===== config.mk =====
export PLATFORM = sky130hd
export DESIGN_NAME = one_wire_temperature_master
export DESIGN_NICKNAME = d
export VERILOG_FILES = /design/src/rtl/owtm_pkg.sv /design/src/rtl/one_wire_temperature_master.sv
export SDC_FILE = /design/constraint.sdc
export NUM_CORES = 1
export LEC_CHECK = 0
export ABC_AREA = 0
export BUFFER_PORTS_ARGS = -buffer_cell sky130_fd_sc_hd__buf_2
export CAP_MARGIN = 20
export CORE_MARGIN = 5
export CORE_UTILIZATION = 50
export DETAILED_ROUTE_END_ITERATION = 7
export GPL_ROUTABILITY_DRIVEN = 0
export PLACE_DENSITY = 0.7
export RECOVER_POWER = 50
export SLEW_MARGIN = 20
export SYNTH_ARGS = -nofsm -noshare
export SYNTH_HDL_FRONTEND = slang
export SYNTH_SLANG_ARGS = --single-unit

===== constraint.sdc =====
create_clock -name clk -period 7.5 [get_ports clk]
set_clock_uncertainty 0.05 [all_clocks]
set_input_delay 0.75 -clock clk [delete_from_list [all_inputs] [get_ports clk]]
set_output_delay 0.75 -clock clk [all_outputs]
set_load 0.01 [all_outputs]

===== src/rtl/owtm_pkg.sv =====
// owtm_pkg: shared types and constants of the 1-Wire temperature master
`default_nettype none

package owtm_pkg;

  // configuration data width (widest register)
  localparam int CFG_DATA_W = 20;
  localparam int CFG_IDX_W  = 3;

  // command codes carried on the operation field
  typedef enum logic [2:0] {
    OP_TICK  = 3'd0,
    OP_RESET = 3'd1,
    OP_WRITE = 3'd2,
    OP_READ  = 3'd3,
    OP_TEMP  = 3'd4
  } op_t;

  // configuration register indexes
  typedef enum logic [2:0] {
    CFG_RESET_LOW    = 3'd0,
    CFG_PRES_WAIT    = 3'd1,
    CFG_PRES_TAIL    = 3'd2,
    CFG_SLOT         = 3'd3,
    CFG_WR_ONE_LOW   = 3'd4,
    CFG_RD_LOW       = 3'd5,
    CFG_CONVERT_WAIT = 3'd6
  } cfg_idx_t;

  // bus sequencer phases
  typedef enum logic [3:0] {
    PH_IDLE     = 4'd0,
    PH_RST_LOW  = 4'd1,
    PH_RST_WAIT = 4'd2,
    PH_RST_TAIL = 4'd3,
    PH_WR_LOW   = 4'd4,
    PH_WR_REL   = 4'd5,
    PH_RD_LOW   = 4'd6,
    PH_RD_TAIL  = 4'd7,
    PH_CONV     = 4'd8
  } phase_t;

  // temperature sequence steps
  localparam logic [3:0] STEP_RESET_A = 4'd0;
  localparam logic [3:0] STEP_SKIP_A  = 4'd1;
  localparam logic [3:0] STEP_CONVERT = 4'd2;
  localparam logic [3:0] STEP_WAIT    = 4'd3;
  localparam logic [3:0] STEP_RESET_B = 4'd4;
  localparam logic [3:0] STEP_SKIP_B  = 4'd5;
  localparam logic [3:0] STEP_RD_PAD  = 4'd6;
  localparam logic [3:0] STEP_LOW     = 4'd7;
  localparam logic [3:0] STEP_HIGH    = 4'd8;

  // ROM and function command bytes
  localparam logic [7:0] CMD_SKIP_ROM   = 8'hCC;
  localparam logic [7:0] CMD_CONVERT    = 8'h44;
  localparam logic [7:0] CMD_READ_SCRPD = 8'hBE;

  // register reset values
  localparam logic [9:0]  RST_RESET_LOW    = 10'd480;
  localparam logic [7:0]  RST_PRES_WAIT    = 8'd80;
  localparam logic [9:0]  RST_PRES_TAIL    = 10'd400;
  localparam logic [7:0]  RST_SLOT         = 8'd60;
  localparam logic [3:0]  RST_WR_ONE_LOW   = 4'd1;
  localparam logic [3:0]  RST_RD_LOW       = 4'd2;
  localparam logic [19:0] RST_CONVERT_WAIT = 20'd800000;

endpackage

`default_nettype wire


===== src/rtl/one_wire_temperature_master.sv =====
// one_wire_temperature_master: 1-Wire bus master with temperature read sequence
//
//   channel | direction | handshake          | payload
//   in      | input     | in_valid/in_ready  | operation, write_data, bus_level
//   out     | output    | out_valid/out_ready| drive_low, status, read byte, temperature
//   cfg     | input     | cfg_valid/cfg_ready| cfg_index, cfg_data
//
// One tick per cycle while the output register is not stalled: the sequencer state
// and the result register update on the same edge that takes the tick, so a new tick
// is taken every cycle in which the input is not held off.
// The output register is the only stall point; input is held off only while it is full
// and not being taken. Configuration writes are taken every cycle.
// Reset (rst_n low, synchronous) returns the sequencer to idle and loads default timing.
`default_nettype none

module one_wire_temperature_master #(
  parameter int COUNT_WIDTH = 20
) (
  input  wire logic                            clk,
  input  wire logic                            rst_n,
  // tick input
  input  wire logic                            in_valid,
  output logic                                 in_ready,
  input  wire logic [2:0]                      in_operation,
  input  wire logic [7:0]                      in_write_data,
  input  wire logic                            in_bus_level,
  // result output
  output logic                                 out_valid,
  input  wire logic                            out_ready,
  output logic                                 out_drive_low,
  output logic                                 out_busy_res,
  output logic                                 out_done_res,
  output logic                                 out_command_rejected,
  output logic                                 out_presence_seen,
  output logic [7:0]                           out_read_byte,
  output logic [15:0]                          out_temp_raw,
  output logic [7:0]                           out_temp_whole,
  output logic [3:0]                           out_temp_frac,
  // configuration writes
  input  wire logic                            cfg_valid,
  output logic                                 cfg_ready,
  input  wire logic [owtm_pkg::CFG_IDX_W-1:0]  cfg_index,
  input  wire logic [owtm_pkg::CFG_DATA_W-1:0] cfg_data
);

  localparam int TW = (COUNT_WIDTH > owtm_pkg::CFG_DATA_W) ? COUNT_WIDTH
                                                            : owtm_pkg::CFG_DATA_W;
  localparam logic [TW-1:0] CNT_MAX = TW'((64'd1 << COUNT_WIDTH) - 64'd1);

  // configuration registers
  logic [9:0]  cfg_reset_low_r;
  logic [7:0]  cfg_pres_wait_r;
  logic [9:0]  cfg_pres_tail_r;
  logic [7:0]  cfg_slot_r;
  logic [3:0]  cfg_wr_one_low_r;
  logic [3:0]  cfg_rd_low_r;
  logic [19:0] cfg_convert_wait_r;

  // sequencer state
  owtm_pkg::phase_t       phase_r, phase_nxt;
  logic [3:0]             step_r, step_nxt;
  logic [COUNT_WIDTH-1:0] tick_r, tick_nxt;
  logic [2:0]             bit_idx_r, bit_idx_nxt;
  logic [7:0]             shift_r, shift_nxt;
  logic [15:0]            temp_r, temp_nxt;
  logic                   presence_r, presence_nxt;
  logic [2:0]             active_r, active_nxt;
  logic [7:0]             read_res_r, read_res_nxt;
  logic [7:0]             temp_low_r, temp_low_nxt;

  // output register
  logic        out_valid_r;
  logic        drive_r, drive_nxt;
  logic        busy_r;
  logic        done_r, done_nxt;
  logic        rejected_r, rejected_nxt;

  logic in_xfer;

  assign cfg_ready = 1'b1;
  assign in_ready  = !out_valid_r || out_ready;
  assign in_xfer   = in_valid && in_ready;

  // configuration write decode
  always_ff @(posedge clk) begin
    if (!rst_n) begin
      cfg_reset_low_r    <= owtm_pkg::RST_RESET_LOW;
      cfg_pres_wait_r    <= owtm_pkg::RST_PRES_WAIT;
      cfg_pres_tail_r    <= owtm_pkg::RST_PRES_TAIL;
      cfg_slot_r         <= owtm_pkg::RST_SLOT;
      cfg_wr_one_low_r   <= owtm_pkg::RST_WR_ONE_LOW;
      cfg_rd_low_r       <= owtm_pkg::RST_RD_LOW;
      cfg_convert_wait_r <= owtm_pkg::RST_CONVERT_WAIT;
    end else if (cfg_valid) begin
      unique case (cfg_index)
        owtm_pkg::CFG_RESET_LOW:    cfg_reset_low_r    <= cfg_data[9:0];
        owtm_pkg::CFG_PRES_WAIT:    cfg_pres_wait_r    <= cfg_data[7:0];
        owtm_pkg::CFG_PRES_TAIL:    cfg_pres_tail_r    <= cfg_data[9:0];
        owtm_pkg::CFG_SLOT:         cfg_slot_r         <= cfg_data[7:0];
        owtm_pkg::CFG_WR_ONE_LOW:   cfg_wr_one_low_r   <= cfg_data[3:0];
        owtm_pkg::CFG_RD_LOW:       cfg_rd_low_r       <= cfg_data[3:0];
        owtm_pkg::CFG_CONVERT_WAIT: cfg_convert_wait_r <= cfg_data;
        default: ;
      endcase
    end
  end

  // one tick of the bus sequencer
  always_comb begin
    owtm_pkg::phase_t       ph;
    logic [3:0]             step;
    logic [COUNT_WIDTH-1:0] tc;
    logic [COUNT_WIDTH-1:0] tc_inc;
    logic [2:0]             bi;
    logic [7:0]             sb;
    logic [2:0]             act;
    logic                   cur_bit;
    logic                   counting;
    logic                   cnt_done;
    logic                   prim_over;
    logic                   cmd;
    logic [owtm_pkg::CFG_DATA_W-1:0] tgt_raw;
    logic [TW-1:0]          tgt;

    ph           = phase_r;
    step         = step_r;
    tc           = tick_r;
    bi           = bit_idx_r;
    sb           = shift_r;
    act          = active_r;
    temp_nxt     = temp_r;
    presence_nxt = presence_r;
    read_res_nxt = read_res_r;
    temp_low_nxt = temp_low_r;
    drive_nxt    = 1'b0;
    done_nxt     = 1'b0;
    rejected_nxt = 1'b0;
    prim_over    = 1'b0;

    // command start or rejection
    cmd = (in_operation == owtm_pkg::OP_RESET) || (in_operation == owtm_pkg::OP_WRITE) ||
          (in_operation == owtm_pkg::OP_READ)  || (in_operation == owtm_pkg::OP_TEMP);
    if (cmd) begin
      if (phase_r != owtm_pkg::PH_IDLE) begin
        rejected_nxt = 1'b1;
      end else begin
        act  = in_operation;
        step = owtm_pkg::STEP_RESET_A;
        tc   = '0;
        bi   = '0;
        case (in_operation)
          owtm_pkg::OP_WRITE: begin
            ph = owtm_pkg::PH_WR_LOW;
            sb = in_write_data;
          end
          owtm_pkg::OP_READ: begin
            ph = owtm_pkg::PH_RD_LOW;
            sb = '0;
          end
          default: ph = owtm_pkg::PH_RST_LOW;
        endcase
      end
    end

    cur_bit = sb[bi];

    // slot length for the current phase
    counting = 1'b1;
    case (ph)
      owtm_pkg::PH_RST_LOW:  tgt_raw = 20'(cfg_reset_low_r);
      owtm_pkg::PH_RST_WAIT: tgt_raw = 20'(cfg_pres_wait_r);
      owtm_pkg::PH_RST_TAIL: tgt_raw = 20'(cfg_pres_tail_r);
      owtm_pkg::PH_WR_LOW:   tgt_raw = cur_bit ? 20'(cfg_wr_one_low_r) : 20'(cfg_slot_r);
      owtm_pkg::PH_WR_REL:   tgt_raw = cur_bit ? 20'(cfg_slot_r) : 20'd1;
      owtm_pkg::PH_RD_LOW:   tgt_raw = 20'(cfg_rd_low_r);
      owtm_pkg::PH_RD_TAIL:  tgt_raw = 20'(cfg_slot_r);
      owtm_pkg::PH_CONV:     tgt_raw = cfg_convert_wait_r;
      default: begin
        tgt_raw  = 20'd1;
        counting = 1'b0;
      end
    endcase
    tgt = TW'(tgt_raw);
    if (tgt == '0) tgt = TW'(1);
    if (tgt > CNT_MAX) tgt = CNT_MAX;

    // read sample on the first released tick
    if (ph == owtm_pkg::PH_RD_TAIL && tc == '0) sb = sb | (8'(in_bus_level) << bi);

    tc_inc   = tc + COUNT_WIDTH'(1);
    cnt_done = counting && (TW'(tc_inc) >= tgt);
    if (counting) tc = cnt_done ? '0 : tc_inc;

    // phase transitions
    unique case (ph)
      owtm_pkg::PH_IDLE: ;
      owtm_pkg::PH_RST_LOW: begin
        drive_nxt = 1'b1;
        if (cnt_done) ph = owtm_pkg::PH_RST_WAIT;
      end
      owtm_pkg::PH_RST_WAIT: begin
        if (cnt_done) begin
          presence_nxt = !in_bus_level;
          ph           = owtm_pkg::PH_RST_TAIL;
        end
      end
      owtm_pkg::PH_RST_TAIL: prim_over = cnt_done;
      owtm_pkg::PH_WR_LOW: begin
        drive_nxt = 1'b1;
        if (cnt_done) ph = owtm_pkg::PH_WR_REL;
      end
      owtm_pkg::PH_WR_REL: begin
        if (cnt_done) begin
          if (bi == 3'd7) begin
            prim_over = 1'b1;
          end else begin
            bi = bi + 3'd1;
            ph = owtm_pkg::PH_WR_LOW;
          end
        end
      end
      owtm_pkg::PH_RD_LOW: begin
        drive_nxt = 1'b1;
        if (cnt_done) ph = owtm_pkg::PH_RD_TAIL;
      end
      owtm_pkg::PH_RD_TAIL: begin
        if (cnt_done) begin
          if (bi == 3'd7) begin
            prim_over = 1'b1;
          end else begin
            bi = bi + 3'd1;
            ph = owtm_pkg::PH_RD_LOW;
          end
        end
      end
      owtm_pkg::PH_CONV: prim_over = cnt_done;
      default: ph = owtm_pkg::PH_IDLE;
    endcase

    // end of a reset, byte or wait: finish or go to the next sequence step
    if (prim_over) begin
      if (act == owtm_pkg::OP_TEMP && step < owtm_pkg::STEP_HIGH) begin
        if (step == owtm_pkg::STEP_LOW) temp_low_nxt = sb;
        step = step + 4'd1;
        tc   = '0;
        bi   = '0;
        case (step)
          owtm_pkg::STEP_RESET_A, owtm_pkg::STEP_RESET_B: ph = owtm_pkg::PH_RST_LOW;
          owtm_pkg::STEP_SKIP_A, owtm_pkg::STEP_SKIP_B: begin
            ph = owtm_pkg::PH_WR_LOW;
            sb = owtm_pkg::CMD_SKIP_ROM;
          end
          owtm_pkg::STEP_CONVERT: begin
            ph = owtm_pkg::PH_WR_LOW;
            sb = owtm_pkg::CMD_CONVERT;
          end
          owtm_pkg::STEP_WAIT: ph = owtm_pkg::PH_CONV;
          owtm_pkg::STEP_RD_PAD: begin
            ph = owtm_pkg::PH_WR_LOW;
            sb = owtm_pkg::CMD_READ_SCRPD;
          end
          default: begin
            ph = owtm_pkg::PH_RD_LOW;
            sb = '0;
          end
        endcase
      end else begin
        if (act == owtm_pkg::OP_READ) read_res_nxt = sb;
        if (act == owtm_pkg::OP_TEMP) temp_nxt = {sb, temp_low_r};
        ph       = owtm_pkg::PH_IDLE;
        tc       = '0;
        step     = '0;
        act      = '0;
        done_nxt = 1'b1;
      end
    end

    phase_nxt   = ph;
    step_nxt    = step;
    tick_nxt    = tc;
    bit_idx_nxt = bi;
    shift_nxt   = sb;
    active_nxt  = act;
  end

  // sequencer state registers
  always_ff @(posedge clk) begin
    if (!rst_n) begin
      phase_r    <= owtm_pkg::PH_IDLE;
      step_r     <= '0;
      tick_r     <= '0;
      bit_idx_r  <= '0;
      shift_r    <= '0;
      temp_r     <= '0;
      presence_r <= 1'b0;
      active_r   <= '0;
      read_res_r <= '0;
      temp_low_r <= '0;
    end else if (in_xfer) begin
      phase_r    <= phase_nxt;
      step_r     <= step_nxt;
      tick_r     <= tick_nxt;
      bit_idx_r  <= bit_idx_nxt;
      shift_r    <= shift_nxt;
      temp_r     <= temp_nxt;
      presence_r <= presence_nxt;
      active_r   <= active_nxt;
      read_res_r <= read_res_nxt;
      temp_low_r <= temp_low_nxt;
    end
  end

  // output register valid
  always_ff @(posedge clk) begin
    if (!rst_n) begin
      out_valid_r <= 1'b0;
    end else if (in_xfer) begin
      out_valid_r <= 1'b1;
    end else if (out_ready) begin
      out_valid_r <= 1'b0;
    end
  end

  // output register flags
  always_ff @(posedge clk) begin
    if (in_xfer) begin
      drive_r    <= drive_nxt;
      busy_r     <= (phase_nxt != owtm_pkg::PH_IDLE);
      done_r     <= done_nxt;
      rejected_r <= rejected_nxt;
    end
  end

  assign out_valid            = out_valid_r;
  assign out_drive_low        = drive_r;
  assign out_busy_res         = busy_r;
  assign out_done_res         = done_r;
  assign out_command_rejected = rejected_r;
  assign out_presence_seen    = presence_r;
  assign out_read_byte        = read_res_r;
  assign out_temp_raw         = temp_r;
  assign out_temp_whole       = temp_r[11:4];
  assign out_temp_frac        = temp_r[3:0];

endmodule

`default_nettype wire


# Yosys cells after proc, flatten, opt, wreduce, memory -nomap -nowiden
# Cells that the tools add are included.
# totals
regBits	144
output_inout_bits	44
elab_cells	156
# op_classes
n_addsub	3
magnitude_cmp	4
n_eq_ne	28
shift	1
muxes	58
bitwise	2
n_reduce_logical	38
# ops
cell	count
$pmux W20 S8	1
$mux W20	7
$mux W4	16
$mux W8	7
$logic_not A20 Y1	2
$mux W3	11
$eq A4 B3 Y1 const B	8
$pmux W8 S4	1
$pmux W4 S7	1
$add A20 B1 Y20 const B	1
$ge A20 B20 Y1	1
$gt A20 B20 Y1 const B	1
$eq A3 B3 Y1 const B	6
$eq A4 B2 Y1 const B	4
$pmux W8 S2	1
$eq A3 B2 Y1 const B	5
$reduce_and A2 Y1	7
$pmux W4 S3	1
$reduce_and A4 Y1	3
$mux W1	9
$reduce_or A3 Y1	3
$eq A4 B1 Y1 const B	2
$logic_not A4 Y1	2
$or A8 B8 Y8	1
other kinds (21)	33

# Logic depth before layout (Yosys ltp)
# Gate-level depths: netlist of the first run.
# logic_depth
ltp_word	19
mapped_depth	28
ltp_nobuf	22

# Worst setup path after synthesis of the first run
# Ideal clock, no wire load.
# synth_timing
path_type	input to register
from	in in_operation[0]
to	reg busy_r (netlist: out_busy_res), data pin
t_arrival_ps	5790
slack_ps	1393
path_stages	26
n_path_buf	5
path_cell_list	clkbuf_1 > nor3_1 > or3_4 > buf_6 > clkbuf_1 > nand2_1 > inv_1 > ha_1 > nand3_1 > nor3_1 > nand4_1 > or3_1 > clkbuf_1 > nor2_1 > xnor2_1 > nor2_1 > ha_1 > a21o_1 > a22o_1 > a311oi_1 > a21boi_1 > and2_1 > clkbuf_1 > o21ai_1 > o22ai_1 > nand4bb_1
# synth_via
elab_chain_len	19
# synth_rtl
element	line_no	rtl
start: declaration	one_wire_temperature_master.sv:24	input wire logic [2:0] in_operation,
parallel branches: the longest is 17 deep, another holds $gt A20 B20 Y1	--	
$mux W4 *	one_wire_temperature_master.sv:241	if (prim_over) begin
$reduce_bool A4 Y1 *	one_wire_temperature_master.sv:328	busy_r <= (phase_nxt != owtm_pkg::PH_IDLE);
end signal: assignment	one_wire_temperature_master.sv:328	
end: declaration	one_wire_temperature_master.sv:74	logic busy_r;
# Mark *: on every way between the ends. The select of a mux whose other input is x is not followed.
# A chain may end at the register's enable or synchronous reset.

# Worst setup path in the final report of the first run
# layout_timing
from	reg phase_r[1]
to	reg busy_r (netlist: out_busy_res), data pin
# layout_via
elab_chain_len	17
# layout_rtl
element	line_no	rtl
start: declaration	one_wire_temperature_master.sv:60	owtm_pkg::phase_t phase_r, phase_nxt;
start signal: assignment	one_wire_temperature_master.sv:289	phase_r <= owtm_pkg::PH_IDLE;
start signal: assignment	one_wire_temperature_master.sv:300	phase_r <= phase_nxt;
$reduce_bool A4 Y1	one_wire_temperature_master.sv:144	if (phase_r != owtm_pkg::PH_IDLE) begin
$mux W8 or $mux W3 (tied branches)	one_wire_temperature_master.sv:144	
$mux W8 or $mux W3 (tied branches)	one_wire_temperature_master.sv:143	if (cmd) begin
$bmux W1 S3	one_wire_temperature_master.sv:165	cur_bit = sb[bi];
$mux W1 (implied by the code)	one_wire_temperature_master.sv:165	
$mux W8, on equally long branches	one_wire_temperature_master.sv:174, one_wire_temperature_master.sv:173	
$pmux W20 S8	one_wire_temperature_master.sv:169	case (ph)
$logic_not A20 Y1	one_wire_temperature_master.sv:184	if (tgt == '0) tgt = TW'(1);
$mux W20	one_wire_temperature_master.sv:184	
$gt A20 B20 Y1	one_wire_temperature_master.sv:185	if (tgt > CNT_MAX) tgt = CNT_MAX;
$mux W20	one_wire_temperature_master.sv:185	
$ge A20 B20 Y1	one_wire_temperature_master.sv:191	cnt_done = counting && (TW'(tc_inc) >= tgt);
$logic_and A1 B1 Y1	one_wire_temperature_master.sv:191	
$mux W4 (tied with other cells)	one_wire_temperature_master.sv:227	if (cnt_done) begin
$pmux W4 S7 or $pmux W1 S2 (tied branches)	one_wire_temperature_master.sv:195	unique case (ph)
$mux W4 *	one_wire_temperature_master.sv:241	
$reduce_bool A4 Y1 *	one_wire_temperature_master.sv:328	
# Every way passes the cells marked *; elsewhere a longest branch is shown, timed or not. The select of a mux whose other input is x is not followed.

==> metrics.csv, run 1 <==
metric;value;unit
status;finished with violations;
violations;max-capacitance violations, max-slew violations;
hp-class;flop to flop;
cp-end-kind;flop;
wire_per_inst;17.0;µm
nNetsFinal;1119;
yosys_register_bits;144;
grt_max_degree;107;
fp.dieH;135;µm
clock-sinks;144;
hold_end;cfg_reset_low_r[9]$_SDFFE_PN0P_;
cts_resized;0;
r2r_start;phase_r[1]$_SDFFE_PN0P_;
rsz0062_at_grt;no;
dpl_cell_area;0.00824;mm²
power.total;1.95;mW
layout-drive-gt1-share;8.56;%
reg2reg_to;out_busy_res$_DFFE_PP_;
diodes;0;
grt_pass1_vias;6668;
place_hpwl;14800;µm
drc;0;
post_cts.repair.setup_buffers;0;
synth.avg_cell_area;7.75;µm²
ant_nets;0;
grt_pass1_wl;34700;µm
tightest_slew;1890;ps
ys_top_cells_by_area;dfxtp_1, nand2_1, a21oi_1;
synth_edf_count;4;
synth.distinct_cells;71;
layout_setup_ws;928;ps
power_per_cell_area;222;mW/mm²
clk_latency;440;ps
crit_path_start_kind;flop;
cts_hold_buf;0;
period_share;87.6;%
gr-total-overflow;0;
dr.pass1.iters;6;
hold_depth;2;
fp.dieArea;0.0182;mm²
stdcell_area;0.00878;mm²
ios;84;
core-area;0.0153;mm²
timing.slew.headroom;-25.8;%
synth.cell_area;0.00781;mm²
drv_slew;38;
numCtsBuffers;17;
synth.net_count;1076;
start_util;51.2;%
hold_path_startpoint;cfg_reset_low_r[9]$_SDFFE_PN0P_;
critical_path_arrival;6690;ps
fillers;1438;
dieWidth;135;µm
leakage;3.59;nW
clk_pin_slew;60;ps
hold_violations;0;
cts_htree_levels;4;
yosysTopAreaCell;dfxtp_1;
cap_violations;1;
cp_max_fo;22;
ys.warnings.count;0;
synthCells;1008;
worstPathRequired;7620;ps
vias;7402;
grt_use_total;23.4;%
dp_slack;686;ps
fin_crit;6570;ps
worstSetupPathType;flop to flop;
antenna_found_initial;0;
vias_per_cell;5.81;
setup_viol;0;
rr_worst_depth;19;
regToRegSetupSlack;930;ps
ir_drop;0.186;mV
fp-row-count;45;
area_growth;12.4;%
cts_tree;yes;
wl;21700;µm
drt-initial-drc-count;635;
cts-root-buf;clkbuf_16;
synth_seq_area_share;37.4;%
io_buffers;82;
synth.top_cell.area_share;35.9;%
async_flop_share;0;%
setup_tns;0;ps
cts_buffer_depth;2;
synth-main-ff-cell;dfxtp_1;
fmax;152;MHz
## where the power goes
| part | internal, mW | switching, mW | total [mW] |
|---|---|---|---|
| sequential | 0.789 | 0.0174 | 0.806 |
| combinational | 0.0910 | 0.182 | 0.273 |
| clock | 0.522 | 0.346 | 0.868 |
| total | 1.40 | 0.546 | 1.95 |
## stage by stage
step	hold WS, ps	util, %	cells
after floorplan	382	-	1008
after global placement	391	54.0	1243
after detailed placement	398	54.0	1243
after CTS	406	57.9	1274
after global routing	424	57.5	1274
final	404	57.5	1274
## worst max-delay path, stage by stage (launching register included)
cell       delay (ps)
dfxtp_1           530
or4_4             700
or3_4             500
and2_1            230
o211ai_1          100
nand2_1           110
mux2i_1           130
a221o_1           490
a221o_1           380
o41ai_2           410
ha_1              290
nand2b_1          140
a21oi_1           130
o21ai_0           130
a311oi_1          500
a21boi_1          330
and2_1            320
o21ai_1           410
o22ai_1           220
nand4bb_1         220
## kinds of logic (layout without fill, tap and decap cells)
logic type                 after synthesis  count (layout)  share of synthesized area (%)
AOI/OAI and AO/OA                      240             240                           19.1
xor gates and xnor gates                18              18                           2.02
adders and majority gates               28              28                           4.48
buffers and inverters                   90             145                           5.25
DFF                                    144             144                           37.4
muxes                                   46              46                           5.89
other                                    1               1                         0.0480
and+or+nand+nor                        441             441                           25.8
## area by class of cell
cell class / count / area, µm² / share of cell area (%)
well taps: 211 / 264 / 3.01
inverters: 22 / 83.8 / 0.955
clock inverters: 13 / 163 / 1.85
repair buffers: 92 / 430 / 4.90
multi-input cells: 774 / 4490 / 51.1
flip-flops and latches: 144 / 2920 / 33.3
clock buffers: 18 / 429 / 4.89
## flip-flops by register name (all words and copies together) (netlist names), 3 cells and up
name and flops:
cfg_convert_wait_r 20, tick_r 20, out_temp_raw 16, cfg_pres_tail_r 10, cfg_reset_low_r 10, cfg_pres_wait_r 8, cfg_slot_r 8, out_read_byte 8
shift_r 8, temp_low_r 8, cfg_rd_low_r 4, cfg_wr_one_low_r 4, phase_r 4, step_r 4, active_r 3, bit_idx_r 3
## worst max path at each step
stage	from	end	slack, ps	cells after the start
6_report	phase_r[1]$_SDFFE_PN0P_	out_busy_res$_DFFE_PP_	930	19
4_1_cts	in_operation[0]	temp_low_r[5]$_SDFFE_PN0P_	1000	22
3_5_place_dp	in_operation[0]	temp_low_r[6]$_SDFFE_PN0P_	690	22
5_1_grt	in_operation[0]	temp_low_r[5]$_SDFFE_PN0P_	350	22
3_3_place_gp	in_operation[0]	temp_low_r[1]$_SDFFE_PN0P_	920	22
2_1_floorplan	in_operation[0]	out_busy_res$_DFFE_PP_	1390	26
## routing by layer
layer / part of all wire, % / track usage [%] / vias to the layer above
li1: - / - / 3635
met1: 46 / 32.7 / 3450
met2: 46 / 37.3 / 284
met3: 7.0 / 4.51 / 33
met4: 1.5 / 6.10 / 0
met5: 0 / 0 / -
## cell usage after synthesis (3+ instances only)
library cell and n:
nor2b_1 10, xor2_1 10, a31oi_1 6, o221a_1 3, or3_1 12, xnor2_1 8
o31ai_1 5, dfxtp_1 140, nor4_1 9, and3_1 6, a211oi_1 3, nor4b_1 3
nand3_1 45, mux2i_1 46, a22oi_1 19, nand4_1 9, o211ai_1 3, a21boi_0 3
a221oi_1 7, edfxtp_1 4, clkbuf_1 46, inv_1 21, and2_1 11, o21a_1 6
buf_4 13, o21ai_1 5, a21o_1 4, a21oi_1 96, o21ai_0 48, a32oi_1 6
nand2_1 191, buf_1 5, buf_6 3, nor3_1 16, ha_1 28, nor2_1 102
a221o_1 4, nand2b_1 10
## placed cells by master, fill, tap and decap left out, types with 4 or more instances in the layout
cell type / synthesis / layout
a32oi_1: 6 / 6
mux2i_1: 46 / 46
nor3_1: 16 / 16
nand2b_1: 10 / 10
a221o_1: 4 / 4
a31oi_1: 6 / 6
o21a_1: 6 / 6
nand3_1: 45 / 45
nor4_1: 9 / 9
xor2_1: 10 / 10
o21ai_0: 48 / 48
and3_1: 6 / 6
nor2_1: 102 / 102
inv_1: 21 / 21
and2_1: 11 / 10
buf_2: 1 / 38
dfxtp_1: 140 / 140
clkinv_4: 0 / 4
a22oi_1: 19 / 19
nor2b_1: 10 / 10
clkbuf_1: 46 / 46
a221oi_1: 7 / 7
o21ai_1: 5 / 5
nand2_1: 191 / 191
clkbuf_16: 0 / 17
edfxtp_1: 4 / 4
nand4_1: 9 / 9
o31ai_1: 5 / 5
buf_4: 13 / 8
a21oi_1: 96 / 96
a21o_1: 4 / 4
or3_1: 12 / 12
ha_1: 28 / 28
xnor2_1: 8 / 8
Power figures use the tool's default switching activity.
==> run 2: changes to the inputs <==
- CORE_UTILIZATION: 50 -> 53
- MAX_ROUTING_LAYER: not set -> met4
- PLACE_DENSITY: 0.7 -> 0.73
==> run 2 against run 1 <==
The flow still finishes with violations (max-capacitance violations, max-slew violations). Combinational power about the same. Flip-flop and latch count unchanged. Non-clock buffer count up 2. First-iteration DRC count up 1.6%. Critical path type is now primary input to flop. Critical endpoint unchanged. Largest cell class unchanged. Largest power group is now sequential cells. Highest routed layer unchanged.
==> metrics.csv, run 2 (same netlist as run 1, synthesis figures left out) <==
metric;value;unit;change
final_common_cell;nand2_1;;unchanged
wl;21100;µm;was 21700 µm
ir_drop;0.186;mV;about the same
vias_per_cell;5.89;;was 5.81
critical_path_arrival;6690;ps;about the same
post_cts.repair.setup_buffers;0;;unchanged
antenna_found_initial;0;;unchanged
dieWidth;131;µm;was 135 µm
crit_family;simple AND/OR/NAND/NOR gates;;was compound AO/OA/AOI/OAI gates
dr.pass1.iters;5;;was 6
ant_nets;0;;unchanged
io_buffers;82;;unchanged
hold_violations;0;;unchanged
numCtsBuffers;17;;unchanged
power.total;1.87;mW;was 1.95 mW
p_int;1.31;mW;was 1.40 mW
cts_htree_levels;4;;unchanged
setup_tns;0;ps;unchanged
gr-total-overflow;0;;unchanged
fp.dieArea;0.0173;mm²;was 0.0182 mm²
cts_tree;yes;;unchanged
drv_slew;129;;was 38
timing.slew.headroom;-176;%;was -25.8%
core-area;0.0145;mm²;was 0.0153 mm²
fmax;152;MHz;about the same
clock-sinks;144;;unchanged
p_sw_share;29.9;%;was 28.0%
critPathMaxStageDelay;550;ps;was 700 ps
cp-end-kind;flop;;unchanged
setup_viol;0;;unchanged
wire_per_inst;16.9;µm;was 17.0 µm
mostFrequentLayoutCells;nand2_1, dfxtp_1, nor2_1, a21oi_1, clkbuf_1;;was nand2_1, dfxtp_1, nor2_1, a21oi_1, o21ai_0
clk_pin_slew;60;ps;about the same
nNetsFinal;1121;;was 1119
fp-row-count;44;;was 45
worstPathRequired;7620;ps;about the same
place_hpwl;14800;µm;about the same
regToRegSetupSlack;1040;ps;was 930 ps
worstSetupPathType;primary input to flop;;was flop to flop
power_per_cell_area;215;mW/mm²;was 222 mW/mm²
leakage;3.55;nW;was 3.59 nW
grt_pass1_vias;6939;;was 6668
cp_max_fo;22;;unchanged
grt_max_degree;91;;was 107
crit_start;in_operation[0];;was phase_r[1]$_SDFFE_PN0P_
power_frac_seq;43.0;%;was 41.4%
switching_power;560;µW;was 546 µW
grt_pass1_wl;35000;µm;was 34700 µm
area_growth;11.5;%;was 12.4%
period_share;87.6;%;about the same
hp-class;flop to flop;;unchanged
rr_worst_depth;20;;was 19
cap_violations;2;;was 1
cts_hold_buf;0;;unchanged
drc;0;;unchanged
tightest_slew;4130;ps;was 1890 ps
grt_use_total;24.9;%;was 23.4%
cts_buffer_depth;2;;unchanged
drt-initial-drc-count;645;;was 635
diodes;0;;unchanged
vias;7360;;was 7402
cts_resized;0;;unchanged
r2r_start;phase_r[1]$_SDFFE_PN0P_;;unchanged
cts-root-buf;clkbuf_16;;unchanged
fp.dieH;131;µm;was 135 µm
critical_path_cell_count;23;;was 19
endpoint;out_busy_res$_DFFE_PP_;;unchanged
combPwrFrac;14.4;%;was 14.0%
power.clock.fraction;42.6;%;was 44.6%
start_util;54.0;%;was 51.2%
ios;84;;unchanged
rsz0062_at_grt;no;;unchanged
fin_crit;6570;ps;about the same
clk_latency;430;ps;was 440 ps
crit_chain;clkbuf_1 > nor3_1 > or3_4 > nand2_1 > inv_1 > ha_1 > nand3_1 > nor3_1 > nand4_1 > or3_1 > nor2_1 > xnor2_1 > nor2_1 > ha_1 > a21o_1 > a22o_1 > a311oi_1 > a21boi_1 > buf_4 > and2_1 > o21ai_1 > o22ai_1 > nand4bb_1;;was or4_4 > or3_4 > and2_1 > o211ai_1 > nand2_1 > mux2i_1 > a221o_1 > a221o_1 > o41ai_2 > ha_1 > nand2b_1 > a21oi_1 > o21ai_0 > a311oi_1 > a21boi_1 > and2_1 > o21ai_1 > o22ai_1 > nand4bb_1
path_buf_inv;3;;was 0
crit_path_start_kind;primary input;;was flop
reg2reg_to;out_busy_res$_DFFE_PP_;;unchanged
status;finished with violations;;unchanged
layout-drive-gt1-share;8.54;%;was 8.56%
violations;max-capacitance violations, max-slew violations;;unchanged
crit_slowest_cell;nor3_1;;was or4_4
-- run 2: tightest hold or removal path, delay by kind of cell, from the launching register on --
family / cells / cell delay, ps
DFF: 1 / 310
and+or+nand+nor: 1 / 50
AOI/OAI and AO/OA: 1 / 50
-- run 2: per-layer routing --
layer | global-route usage (%) | up-vias | part of all wire [%]
met5 | - | - | 0
met4 | 8.97 | 0 | 2.1
met3 | 5.05 | 42 | 7.1
met2 | 38.5 | 281 | 46
met1 | 32.5 | 3405 | 45
li1 | - | 3632 | -
-- run 2: worst min path at each step --
stage / start / endpoint / cells past startpoint / slack, ps
after global placement: cfg_convert_wait_r[7]$_SDFFE_PN0P_ / cfg_convert_wait_r[7]$_SDFFE_PN0P_ / 2 / 390
after detailed placement: cfg_pres_wait_r[2]$_SDFFE_PN0P_ / cfg_pres_wait_r[2]$_SDFFE_PN0P_ / 2 / 400
after floorplan: shift_r[0]$_SDFFE_PN0P_ / shift_r[0]$_SDFFE_PN0P_ / 2 / 380
final: cfg_pres_wait_r[2]$_SDFFE_PN0P_ / cfg_pres_wait_r[2]$_SDFFE_PN0P_ / 2 / 410
after CTS: cfg_pres_wait_r[2]$_SDFFE_PN0P_ / cfg_pres_wait_r[2]$_SDFFE_PN0P_ / 2 / 400
after global routing: cfg_pres_tail_r[5]$_SDFFE_PN0P_ / cfg_pres_tail_r[5]$_SDFFE_PN0P_ / 2 / 420
-- run 2: power by group through the flow --
stage / combinational [mW] / clock, mW / sequential (mW)
4_1_cts: 0.269 / 0.805 / 0.805
3_3_place_gp: 0.266 / 0 / 0.822
5_1_grt: 0.299 / 0.846 / 0.808
3_5_place_dp: 0.267 / 0 / 0.822
2_1_floorplan: 0.192 / 0 / 0.815
6_report: 0.270 / 0.797 / 0.806
-- run 2: final cells by class --
class	count	area, µm²
clock buffer	17	425
clock inverter	15	131
fill	1397	5760
inverter	22	83.8
multi-input combinational	774	4490
sequential	144	2920
tap	184	230
timing repair buffer	94	434
-- run 2: through the flow --
stage,cells,hold WS [ps],worst slack (ps),cell area (µm²),utilization [%]
after global routing,1250,423,462,8710,60.2
after detailed placement,1218,396,822,8220,56.8
after floorplan,1008,382,1390,7810,-
after global placement,1218,392,974,8220,56.8
after CTS,1250,405,1160,8780,60.6
final,1250,405,930,8710,60.2
==> run 3: changes to the inputs <==
- BUFFER_PORTS_ARGS: -buffer_cell sky130_fd_sc_hd__buf_2 -> not set
- DONT_BUFFER_PORTS: not set -> 1
- PLACE_DENSITY: 0.73 -> 0.71
- clock period: 7.5 -> 5.99 ns (I/O delays scaled with it)
==> run 3 against run 2 <==
The flow now finishes without violations. Non-clock buffer count down 73. Count of clock-buffer cells in the layout up 1. Die area unchanged. Flip-flop and latch count unchanged. Critical path type is now flop to flop. Largest power group is now the clock network.
==> metrics.csv, run 3 (same netlist as run 1, synthesis figures left out) <==
metric;value;unit;change
fmax;173;MHz;
power_per_cell_area;283;mW/mm²;was 215 mW/mm²
grtUsageMet2;38.1;%;was 38.5%
rr_worst_depth;20;;unchanged
area_growth;9.00;%;was 11.5%
crit_path_start_kind;flop;;was primary input
critical_path_arrival;5900;ps;was 6690 ps
grt_use_total;25.2;%;was 24.9%
hold_violations;0;;unchanged
path_buf_inv;1;;was 3
cp_max_fo;14;;was 22
setup_viol;0;;unchanged
grt_max_degree;85;;was 91
diodes;0;;unchanged
layout-drive-gt1-share;7.65;%;was 8.54%
leakage;3.45;nW;was 3.55 nW
crit_start;phase_r[0]$_SDFFE_PN0P_;;was in_operation[0]
grt_pass1_wl;34900;µm;was 35000 µm
timing.slew.headroom;37.3;%;was -176%
cts_buffer_depth;2;;unchanged
dieWidth;131;µm;unchanged
critPathMaxStageDelay;610;ps;was 550 ps
clk_latency;430;ps;about the same
ios;84;;unchanged
cts_tree;yes;;unchanged
vias;7193;;was 7360
switching_power;677;µW;was 560 µW
busiest_layer;met2;;unchanged
power_frac_seq;41.7;%;was 43.0%
multi_input_area;0.00453;mm²;was 0.00449 mm²
tightest_slew;938;ps;was 4130 ps
reg2reg_to;out_busy_res$_DFFE_PP_;;unchanged
period_share;96.5;%;
ir_drop;0.240;mV;was 0.186 mV
fin_crit;5780;ps;
vias_per_cell;6.11;;was 5.89
core-area;0.0145;mm²;unchanged
grtUsageMet1;34.4;%;was 32.5%
power.clock.fraction;44.3;%;was 42.6%
ant_nets;0;;unchanged
worstPathRequired;6110;ps;was 7620 ps
grtUsageMet3;5.47;%;was 5.05%
crit_slowest_cell;or4_4;;was nor3_1
cts_htree_levels;4;;unchanged
cap_violations;0;;was 2
clock-sinks;144;;unchanged
cp_common_cell;and2_1;;
p_sw_share;28.1;%;was 29.9%
cts-root-buf;clkbuf_16;;unchanged
fp-row-count;44;;unchanged
hp-class;primary input to flop;;was flop to flop
gr-total-overflow;0;;unchanged
drt-initial-drc-count;852;;was 645
dpl_cell_area;0.00787;mm²;was 0.00822 mm²
fp.dieArea;0.0173;mm²;unchanged
wire_per_inst;18.2;µm;was 16.9 µm
hold_depth;1;;was 2
clk_pin_slew;70;ps;was 60 ps
regToRegSetupSlack;210;ps;was 1040 ps
rsz0062_at_grt;yes;;was no
stdcell_area;0.00852;mm²;was 0.00871 mm²
cts_hold_buf;0;;unchanged
io_buffers;0;;was 82
place_hpwl;14800;µm;about the same
regArea;0.00292;mm²;about the same
combPwrFrac;14.0;%;was 14.4%
start_util;54.0;%;unchanged
drc;0;;unchanged
timing.hold.ws;190;ps;was 405 ps
hold_path_startpoint;rst_n;;was cfg_pres_wait_r[2]$_SDFFE_PN0P_
dr.pass1.iters;6;;was 5
r2r_start;phase_r[0]$_SDFFE_PN0P_;;was phase_r[1]$_SDFFE_PN0P_
crit_family;compound AO/OA/AOI/OAI gates;;was simple AND/OR/NAND/NOR gates
final_common_cell;nand2_1;;unchanged
fillers;1367;;was 1397
cp-end-kind;flop;;unchanged
nNetsFinal;1048;;was 1121
crit_chain;or4_4 > or3_4 > and2_1 > o211ai_1 > nand2_1 > mux2i_1 > a221o_2 > a221o_1 > o41ai_4 > ha_1 > nand2b_1 > a21oi_1 > o21ai_0 > a311oi_2 > buf_4 > a21boi_1 > and2_1 > o21ai_2 > o22ai_1 > nand4bb_1;;was clkbuf_1 > nor3_1 > or3_4 > nand2_1 > inv_1 > ha_1 > nand3_1 > nor3_1 > nand4_1 > or3_1 > nor2_1 > xnor2_1 > nor2_1 > ha_1 > a21o_1 > a22o_1 > a311oi_1 > a21boi_1 > buf_4 > and2_1 > o21ai_1 > o22ai_1 > nand4bb_1
status;completed;;was finished with violations
wl;21400;µm;was 21100 µm
numCtsBuffers;17;;unchanged
fp.dieH;131;µm;unchanged
p_int;1.73;mW;was 1.31 mW
final_util;58.8;%;was 60.2%
grt_pass1_vias;6593;;was 6939
mostFrequentLayoutCells;nand2_1, dfxtp_1, nor2_1, a21oi_1, o21ai_0;;was nand2_1, dfxtp_1, nor2_1, a21oi_1, clkbuf_1
antenna_found_initial;0;;unchanged
worstSetupPathType;flop to flop;;was primary input to flop
drv_slew;0;;was 129
hold_end;cfg_rd_low_r[1]$_SDFFE_PN1P_;;was cfg_pres_wait_r[2]$_SDFFE_PN0P_
run 3: layout make-up:
type,count,area share [%]
repair buffers,21,1.85
clock buffers,18,5.16
well taps,184,2.70
clock inverters,14,1.81
inverters,22,0.984
multi-input cells,774,53.2
flip-flops and latches,144,34.3
run 3: layer usage:
layer  vias to the layer above  share of wire (%)  wire [µm]
met3                        30                8.2       1750
met5                         -                  0          0
met4                         0                1.7        354
li1                       3495                  -          -
met2                       301                 46       9790
met1                      3367                 44       9520
run 3: repair_timing:
item | 4_1_cts | 5_1_grt
resized for setup | 1 | 10
endpoints found under the setup margin | 1 | 73
gates cloned | 0 | 0
buffers inserted | 0 | 1
pin swaps | 0 | 2
run 3: power by group through the flow:
stage,Combinational [mW],Sequential [mW],Clock [mW]
finish,0.336,1.01,1.07
global route,0.368,1.01,1.13
CTS,0.321,1.01,1.08
detailed placement,0.319,1.03,0
global placement,0.318,1.03,0
floorplan,0.240,1.02,0
run 3: worst max path at each step:
| stage | cells after the start | to | slack [ps] |
|---|---|---|---|
| floorplan | 26 | out_busy_res$_DFFE_PP_ | 30 |
| global placement | 18 | out_busy_res$_DFFE_PP_ | 20 |
| detailed placement | 19 | out_busy_res$_DFFE_PP_ | -60 |
| CTS | 18 | tick_r[9]$_SDFFE_PN0P_ | 20 |
| global route | 20 | temp_low_r[2]$_SDFFE_PN0P_ | -5 |
| finish | 20 | out_busy_res$_DFFE_PP_ | 210 |
run 3: through the flow:
stage	std cells	power (mW)	TNS, ps	worst slack, ps
after floorplan	1008	1.26	0	33.5
after global placement	1144	1.34	0	22.1
after detailed placement	1144	1.35	-63.7	-63.7
after CTS	1176	2.40	0	22.1
after global routing	1177	2.51	-6.82	-5.18
final	1177	2.41	0	210
run 3: worst reg2reg max path: cells and delay by family, from the launching register on:
family          cells  cell delay, ps
compound gates     10            2520
fa+ha+maj           1             280
flops               1             330
simple gates        7            2030
mux                 1             130
buf+inv             1             180
